$ cat config.mk
export PLATFORM = sky130hd
export DESIGN_NAME = frequency_ordered_list
export DESIGN_NICKNAME = d
export VERILOG_FILES = /design/src/hdl/fol_pkg.sv /design/src/hdl/fol_ctrl.sv /design/src/hdl/fol_dp.sv /design/src/hdl/frequency_ordered_list.sv
export VERILOG_INCLUDE_DIRS = /design/src /design/src/hdl
export SDC_FILE = /design/constraint.sdc
export NUM_CORES = 2
export LEC_CHECK = 0
export CORE_ASPECT_RATIO = 1.25
export CORE_MARGIN = 2
export CORE_UTILIZATION = 30
export CTS_CLUSTER_SIZE = 14
export DETAILED_ROUTE_END_ITERATION = 7
export DONT_BUFFER_PORTS = 1
export GPL_TIMING_DRIVEN = 0
export PLACE_DENSITY = 0.42
export SYNTH_ARGS = -nofsm -noshare
export SYNTH_HDL_FRONTEND = slang
export SYNTH_SLANG_ARGS = --single-unit
$ cat constraint.sdc
create_clock -name clk_i -period 11.3 [get_ports clk_i]
set_clock_uncertainty 0.2 [all_clocks]
set_input_delay 2.26 -clock clk_i [delete_from_list [all_inputs] [get_ports clk_i]]
set_output_delay 2.26 -clock clk_i [all_outputs]
set_load 0.02 [all_outputs]
$ cat src/hdl/frequency_ordered_list_macros.svh
// ----------------------------------------------------------------------------
// Assertion macros for the frequency ordered list
// Concurrent checks that drop out when SYNTHESIS is defined.
// ----------------------------------------------------------------------------
`ifndef FREQUENCY_ORDERED_LIST_MACROS_SVH
`define FREQUENCY_ORDERED_LIST_MACROS_SVH

`ifndef SYNTHESIS

// Plain property, checked on every rising edge outside reset.
`define FOL_ASSERT(lbl, clk, rstn, prop, msg) \
  lbl: assert property (@(posedge clk) disable iff (!rstn) (prop)) else $error(msg);

// Same-cycle implication.
`define FOL_ASSERT_IMP(lbl, clk, rstn, ante, cons, msg) \
  lbl: assert property (@(posedge clk) disable iff (!rstn) (ante) |-> (cons)) else $error(msg);

// Next-cycle implication.
`define FOL_ASSERT_NXT(lbl, clk, rstn, ante, cons, msg) \
  lbl: assert property (@(posedge clk) disable iff (!rstn) (ante) |=> (cons)) else $error(msg);

`else

`define FOL_ASSERT(lbl, clk, rstn, prop, msg)
`define FOL_ASSERT_IMP(lbl, clk, rstn, ante, cons, msg)
`define FOL_ASSERT_NXT(lbl, clk, rstn, ante, cons, msg)

`endif

`endif

$ cat src/hdl/fol_pkg.sv
// ----------------------------------------------------------------------------
// fol_pkg
// Shared constants, types and controller/datapath interface structs.
// ----------------------------------------------------------------------------
`timescale 1ns / 1ps

package fol_pkg;

  localparam int DEPTH      = 16;               // table entries, 2..16 (position_o is POS_W = 4 bits)
  localparam int KEY_W      = 16;               // stored key bits, 1..64
  localparam int KEY_PORT_W = 16;
  localparam int COUNT_W    = 16;
  localparam int POS_W      = 4;
  localparam int IDX_W      = $clog2(DEPTH);
  localparam int USED_W     = $clog2(DEPTH + 1);

  localparam logic [COUNT_W-1:0] COUNT_MAX = {COUNT_W{1'b1}};

  localparam logic ACT_APPEND = 1'b0;
  localparam logic ACT_LOCATE = 1'b1;

  typedef enum logic [1:0] {
    ST_IDLE,
    ST_FIND,
    ST_MOVE
  } fol_state_e;

  // controller -> datapath
  typedef struct packed {
    logic load;   // capture the request
    logic find;   // append, or search the row
    logic move;   // promote the hit entry
  } fol_cmd_t;

  // datapath -> controller
  typedef struct packed {
    logic locate;
    logic hit;
  } fol_sts_t;

endpackage

$ cat src/hdl/fol_ctrl.sv
// ----------------------------------------------------------------------------
// fol_ctrl
// Sequencer: capture, find/append, then move on a locate hit.
// ----------------------------------------------------------------------------
`timescale 1ns / 1ps

module fol_ctrl (
  input  logic             clk_i,
  input  logic             rst_ni,
  input  logic             start,
  output logic             busy,
  output fol_pkg::fol_cmd_t cmd_o,
  input  fol_pkg::fol_sts_t sts_i
);
  import fol_pkg::*;

  fol_state_e state_q, state_d;

  always_ff @(posedge clk_i or negedge rst_ni) begin
    if (!rst_ni) begin
      state_q <= ST_IDLE;
    end else begin
      state_q <= state_d;
    end
  end

  always_comb begin
    state_d = state_q;
    cmd_o   = '0;
    busy    = 1'b1;
    case (state_q)
      ST_IDLE: begin
        busy = 1'b0;
        if (start) begin
          cmd_o.load = 1'b1;
          state_d    = ST_FIND;
        end
      end
      ST_FIND: begin
        cmd_o.find = 1'b1;
        if (sts_i.locate && sts_i.hit) begin
          state_d = ST_MOVE;
        end else begin
          state_d = ST_IDLE;
        end
      end
      ST_MOVE: begin
        cmd_o.move = 1'b1;
        state_d    = ST_IDLE;
      end
      default: begin
        state_d = ST_IDLE;
      end
    endcase
  end

endmodule

$ cat src/hdl/fol_dp.sv
// ----------------------------------------------------------------------------
// fol_dp
// Row of key/count cells with parallel compare, shift-down promotion and
// registered result.
// ----------------------------------------------------------------------------
`timescale 1ns / 1ps

module fol_dp (
  input  logic                         clk_i,
  input  logic                         rst_ni,
  input  fol_pkg::fol_cmd_t            cmd_i,
  output fol_pkg::fol_sts_t            sts_o,
  input  logic                         action_i,
  input  logic [fol_pkg::KEY_PORT_W-1:0] key_i,
  output logic                         done_o,
  output logic                         found_o,
  output logic [fol_pkg::POS_W-1:0]    position_o,
  output logic [fol_pkg::COUNT_W-1:0]  access_count_o,
  output logic                         table_full_o
);
  import fol_pkg::*;

  logic                act_q;
  logic [KEY_W-1:0]    key_q;
  logic [KEY_W-1:0]    keys_q   [DEPTH];
  logic [KEY_W-1:0]    keys_d   [DEPTH];
  logic [COUNT_W-1:0]  counts_q [DEPTH];
  logic [COUNT_W-1:0]  counts_d [DEPTH];
  logic [USED_W-1:0]   used_q, used_d;
  logic [IDX_W-1:0]    hit_idx_q, hit_idx_d;
  logic [COUNT_W-1:0]  cnt_q, cnt_d;

  logic                done_q, done_d;
  logic                found_q, found_d;
  logic [POS_W-1:0]    pos_q, pos_d;
  logic [COUNT_W-1:0]  acc_q, acc_d;
  logic                full_q, full_d;

  logic [DEPTH-1:0]    match;
  logic                hit_any;
  logic [IDX_W-1:0]    hit_idx;
  logic [IDX_W-1:0]    dest;
  logic [COUNT_W-1:0]  hit_cnt;
  logic                tbl_full;

  // parallel compare over the valid part of the row, first match wins
  always_comb begin
    hit_idx = '0;
    for (int i = 0; i < DEPTH; i++) begin
      match[i] = (USED_W'(i) < used_q) && (keys_q[i] == key_q);
    end
    for (int i = DEPTH - 1; i >= 0; i--) begin
      if (match[i]) hit_idx = IDX_W'(i);
    end
  end

  assign hit_any  = |match;
  assign hit_cnt  = counts_q[hit_idx];
  assign tbl_full = (used_q == USED_W'(DEPTH));

  // counts are kept non-increasing, so the first entry at or below the new
  // count is where the hit lands
  always_comb begin
    dest = hit_idx_q;
    for (int i = DEPTH - 1; i >= 0; i--) begin
      if ((IDX_W'(i) < hit_idx_q) && (counts_q[i] <= cnt_q)) dest = IDX_W'(i);
    end
  end

  assign sts_o.locate = act_q;
  assign sts_o.hit    = hit_any;

  always_comb begin
    keys_d    = keys_q;
    counts_d  = counts_q;
    used_d    = used_q;
    hit_idx_d = hit_idx_q;
    cnt_d     = cnt_q;
    done_d    = 1'b0;
    found_d   = found_q;
    pos_d     = pos_q;
    acc_d     = acc_q;
    full_d    = full_q;

    if (cmd_i.find) begin
      if (act_q == ACT_APPEND) begin
        done_d  = 1'b1;
        found_d = 1'b0;
        acc_d   = '0;
        if (tbl_full) begin
          full_d = 1'b1;
          pos_d  = '0;
        end else begin
          full_d                     = 1'b0;
          pos_d                      = POS_W'(used_q);
          keys_d[IDX_W'(used_q)]     = key_q;
          counts_d[IDX_W'(used_q)]   = '0;
          used_d                     = used_q + USED_W'(1);
        end
      end else if (hit_any) begin
        hit_idx_d = hit_idx;
        cnt_d     = (hit_cnt == COUNT_MAX) ? hit_cnt : hit_cnt + COUNT_W'(1);
      end else begin
        // locate miss
        done_d  = 1'b1;
        found_d = 1'b0;
        pos_d   = '0;
        acc_d   = '0;
        full_d  = 1'b0;
      end
    end

    if (cmd_i.move) begin
      for (int i = 1; i < DEPTH; i++) begin
        if ((IDX_W'(i) > dest) && (IDX_W'(i) <= hit_idx_q)) begin
          keys_d[i]   = keys_q[i-1];
          counts_d[i] = counts_q[i-1];
        end
      end
      keys_d[dest]   = key_q;
      counts_d[dest] = cnt_q;
      done_d  = 1'b1;
      found_d = 1'b1;
      pos_d   = POS_W'(dest);
      acc_d   = cnt_q;
      full_d  = 1'b0;
    end
  end

  always_ff @(posedge clk_i or negedge rst_ni) begin
    if (!rst_ni) begin
      used_q <= '0;
      done_q <= 1'b0;
      for (int i = 0; i < DEPTH; i++) begin
        counts_q[i] <= '0;
      end
    end else begin
      used_q   <= used_d;
      done_q   <= done_d;
      counts_q <= counts_d;
    end
  end

  always_ff @(posedge clk_i) begin
    if (cmd_i.load) begin
      act_q <= action_i;
      key_q <= KEY_W'(key_i);
    end
    keys_q    <= keys_d;
    hit_idx_q <= hit_idx_d;
    cnt_q     <= cnt_d;
    found_q   <= found_d;
    pos_q     <= pos_d;
    acc_q     <= acc_d;
    full_q    <= full_d;
  end

  assign done_o         = done_q;
  assign found_o        = found_q;
  assign position_o     = pos_q;
  assign access_count_o = acc_q;
  assign table_full_o   = full_q;

endmodule

$ cat src/hdl/frequency_ordered_list.sv
// ----------------------------------------------------------------------------
// frequency_ordered_list
// Self-organising key table ordered by access count, most recently located
// first among equal counts; new keys join the tail with count zero.
// ----------------------------------------------------------------------------
// Usage:
//   A request (action_i, key_i) is taken on a rising edge with start high and
//   busy low. action_i low appends key_i at the tail with count zero; high
//   locates key_i, bumps its saturating count and promotes the entry.
//   Each request gives exactly one result, shown on found_o, position_o,
//   access_count_o and table_full_o for one cycle while done_o is high.
//   Sequence: append or locate miss - the request is registered, the FIND
//   state appends or compares, and done_o and the result are registered
//   from it; locate hit - a MOVE state follows FIND for the shift of the
//   cell row. busy is high in FIND and MOVE and low again while the result
//   is shown, so a new request can be taken in the cycle its predecessor's
//   result is shown. A new request is not taken before then, since busy
//   covers the compare and the promotion over the register row.
//   Reset empties the table and clears all counts at once; no sweep.
//   The receiver cannot stall: results must be taken when done_o is high.
// ----------------------------------------------------------------------------
`timescale 1ns / 1ps

module frequency_ordered_list (
  input  logic                           clk_i,
  input  logic                           rst_ni,
  input  logic                           start,
  output logic                           busy,
  input  logic                           action_i,
  input  logic [fol_pkg::KEY_PORT_W-1:0] key_i,
  output logic                           done_o,
  output logic                           found_o,
  output logic [fol_pkg::POS_W-1:0]      position_o,
  output logic [fol_pkg::COUNT_W-1:0]    access_count_o,
  output logic                           table_full_o
);
  import fol_pkg::*;

  fol_cmd_t cmd;
  fol_sts_t sts;

  fol_ctrl u_ctrl (
    .clk_i  (clk_i),
    .rst_ni (rst_ni),
    .start  (start),
    .busy   (busy),
    .cmd_o  (cmd),
    .sts_i  (sts)
  );

  fol_dp u_dp (
    .clk_i          (clk_i),
    .rst_ni         (rst_ni),
    .cmd_i          (cmd),
    .sts_o          (sts),
    .action_i       (action_i),
    .key_i          (key_i),
    .done_o         (done_o),
    .found_o        (found_o),
    .position_o     (position_o),
    .access_count_o (access_count_o),
    .table_full_o   (table_full_o)
  );

`include "frequency_ordered_list_macros.svh"

  `FOL_ASSERT_IMP(a_done_after_busy, clk_i, rst_ni, done_o, $past(busy), "result without busy work")
  `FOL_ASSERT_NXT(a_accept_busy, clk_i, rst_ni, start && !busy, busy, "accepted request not worked")
  `FOL_ASSERT_IMP(a_full_no_hit, clk_i, rst_ni, done_o && table_full_o, !found_o, "full flag on hit")
  `FOL_ASSERT_IMP(a_hit_count, clk_i, rst_ni, done_o && found_o, access_count_o != '0, "zero count on hit")

endmodule
==> reports/results.txt <==
status -> finished with violations
failing checks -> max-capacitance violations, max-slew violations
later-pin clock latency in the skew report -> 0.72 ns
RSZ-0062 raised after global routing -> false
Post-synth EDFFs -> 57
Final Hold Fails -> 0
Clock Root Buffer -> clkbuf_16
CP dominant cell by count -> clkbuf_1
CP Capture Type -> register
fraction of layout cells with a size suffix above 1 -> 6.29%
Post-Syn Area -> 39100 sq um
# IOs -> 44
Top Family by Delay on Critical Path -> compound AO/OA/AOI/OAI gates
total placed instance area -> 41300 sq um
critical path class -> reg -> reg
Remaining Overflow, GRT -> 0
Primary FF master, synth -> dfrtp_1
LEAKAGE -> 19.0 nW
DR iter-0 viols -> 3888
first-pass GRT wire length -> 304000 microns
placer congestion estimate -> 1.00
die width -> 327 microns
Layout Nets -> 4801
synth warn -> 0
worst slack, placed -> 1.49 ns
Post-Layout Inst Area -> 43900 sq um
Synth cell types -> 109
critical path launch point type -> register
core area -> 130000 sq um
PwrDens -> 180 nW/um^2
Tcrit/Tclk final -> 92.1%
Post-Synth XOR/XNOR Area -> 6.12%
crit path cell chain -> clkbuf_1 -> inv_1 -> ha_1 -> a21o_1 -> a21o_1 -> a21o_1 -> a21oi_1 -> o21ai_0 -> o21ai_0 -> nand3_1 -> a311oi_1 -> o211ai_1 -> a21oi_1 -> clkbuf_1 -> nand2_1 -> a31oi_1 -> or2_2 -> clkbuf_1 -> clkbuf_1 -> a32oi_1 -> o21ai_0
critical-path maximum fanout -> 15
post-synthesis mux area share -> 6.17%
slowest stage delay, CP -> 1.12 ns
largest net degree at the start of global routing -> 265
Area growth syn-to-layout -> 12.3%
final design utilization -> 33.8%
Max Cap Violations -> 2
R2R depth -> 21
Setup WS post-layout -> 0.898 ns
drt wl/cell -> 35.0 microns
slew margin rel. -> -5.79%
post-synthesis compound-gate area fraction -> 24.5%
Critical-path top delay cell -> a31oi_1
cell accounting for the most synthesized area -> dfrtp_1
Max Clock Freq -> 96.1 MHz
CP Buf/Inv Count -> 5
htree depth -> 3
Starting Density -> 30.1%
Synth area leaders -> dfrtp_1, dfxtp_1, ha_1, mux2i_1, nand2_1
Levels on crit path -> 21
FF+latch count, synth -> 579
initial antenna violation count -> 1
cell with the most instances after synthesis -> nand2_1
VDD IR max -> 0.000112 V
Synth Area per Inst -> 8.78 sq um
final worst hold slack -> 0.308 ns
Post-route DRC -> 0
Inserted Clock Buffers -> 77
vias per inst -> 6.12
cts repair resizes -> 0
CTS tree -> yes
CTS Sinks -> 579
post-synthesis adder-cell area fraction -> 7.94%
Filler cells -> 13700
Worst Tran Pin Value -> 1.57 ns
Post-Synth Simple-Gate Area -> 15.5%
post-CTS setup buffers -> 0
largest family of logic cells by synthesized area -> compound AO/OA/AOI/OAI gates
Net Count, Synth -> 4720
via count -> 38700
DP Wirelength -> 176000 microns
final setup fails -> 0
Die Footprint -> 133000 sq um
register area share after synthesis -> 34.5%
Max Root-Sink Buffers -> 3
Post-CTS Hold Buffers -> 0
TritonRoute pass-1 iters -> 6
min-delay worst type -> reg -> reg
gr usage total -> 32.3%
Die H -> 408 microns
setup TNS -> 0 ns
fin crit period -> 10.40 ns
vias in the first global route -> 37700
Mapped Cells -> 4452
FP Rows -> 148
required time of the critical path -> 11.71 ns
share of the synthesized area in the top cell type -> 16.9%
CP Data Arrival Time -> 10.82 ns
Slew Limit Fails -> 13
wirelength, routed -> 221000 microns
asr flop ratio synth -> 45.6%
hold depth -> 2
Final ANT Viol Nets -> 0
count of input and output buffers -> 0
Reg clk slew, reported paths -> 0.06 ns
Post-synth top cells -> nand2_1, a21oi_1, o22ai_1, clkbuf_1, dfrtp_1
cell families (layout without fill, tap and decap cells):
| kind of cell | count (synthesis) | in the layout |
|---|---|---|
| flip-flops | 579 | 579 |
| buffers and inverters | 464 | 607 |
| AO/OA/AOI/OAI | 1424 | 1424 |
| other | 0 | 3 |
| adder cells (fa/ha/maj) | 248 | 248 |
| XOR/XNOR | 273 | 273 |
| multiplexers | 232 | 232 |
| AND/OR/NAND/NOR | 1232 | 1232 |
area by class of cell:
class	count	area [sq um]	share of cell area, %
inverter	107	402	0.915
clock inverter	36	359	0.819
antenna	3	7.51	0.0171
buffer	357	1680	3.83
sequential	579	13500	30.7
clock buffer	105	2220	5.05
tap	1725	2160	4.92
multi-input combinational	3409	23500	53.6
timing repair buffer	2	31.3	0.0713
power breakdown:
part | switching (W) | leakage, nW | internal, W
sequential | 0.000578 | 6.31 | 0.00254
clock | 0.00110 | 1.28 | 0.00151
combinational | 0.00136 | 11.5 | 0.000798
through the flow:
stage	instances	power [W]
5_1_grt	6320	0.00815
6_report	6323	0.00790
3_5_place_dp	6179	0.00523
2_1_floorplan	4452	0.00432
3_3_place_gp	6177	0.00522
4_1_cts	6320	0.00785
layout by cell type (no fill, tap or decap), types with 52 or more instances in the layout:
cell type / count
o22ai_1: 303
xor2_1: 157
ha_1: 248
nor3_1: 62
nand2_1: 508
o221ai_1: 55
mux2i_1: 209
nand4_1: 84
a21oi_1: 348
a22oi_1: 142
clkbuf_16: 80
and3_1: 52
nand3_1: 72
a21o_1: 54
edfxtp_1: 57
inv_1: 103
dfxtp_1: 258
o21ai_0: 149
dfrtp_1: 264
nor4_1: 57
clkbuf_1: 284
xnor2_1: 116
nor2_1: 178
a32oi_1: 72
per-layer routing:
| metal | global-route usage [%] | part of all wire (%) | vias up | wire, microns |
|---|---|---|---|---|
| met4 | 25.9 | 9.3 | 0 | 20600 |
| met2 | 53.1 | 47 | 1828 | 103000 |
| met3 | 3.25 | 5.0 | 604 | 11000 |
| met1 | 38.2 | 39 | 19200 | 86300 |
| li1 | - | - | 17000 | - |
| met5 | 0 | 0 | - | 0 |
state kept, by name, summed over array words and instances, names as in the netlist:
signal	cells
u_ctrl.state_q	2
u_dp.counts_q	256
u_dp.found_o	1
u_dp.table_full_o	1
u_dp.access_count_o	16
u_dp.key_q	16
u_dp.used_q	5
u_dp.keys_q	256
u_dp.act_q	1
u_dp.hit_idx_q	4
u_dp.position_o	4
u_dp.done_o	1
u_dp.cnt_q	16
path summary, 6_finish.rpt:
check,startpoint,to,slack [ns]
min in group asynchronous,rst_ni,u_dp.done_o,1.07
max reg2reg,u_dp.cnt_q[9],u_dp.keys_q[88],0.90
max in group asynchronous,rst_ni,u_dp.counts_q[27],9.12
min reg2reg,u_dp.keys_q[254],u_dp.keys_q[254],0.31
max,u_dp.cnt_q[9],u_dp.keys_q[88],0.90
min,u_dp.keys_q[254],u_dp.keys_q[254],0.31
worst min-delay path, delay by kind of cell (launching register included):
family / cells / cell delay [ns]
AO/OA/AOI/OAI: 1 / 0.06
AND/OR/NAND/NOR: 1 / 0.06
flip-flops: 1 / 0.33
No activity file was read; power rests on OpenSTA's default activity.
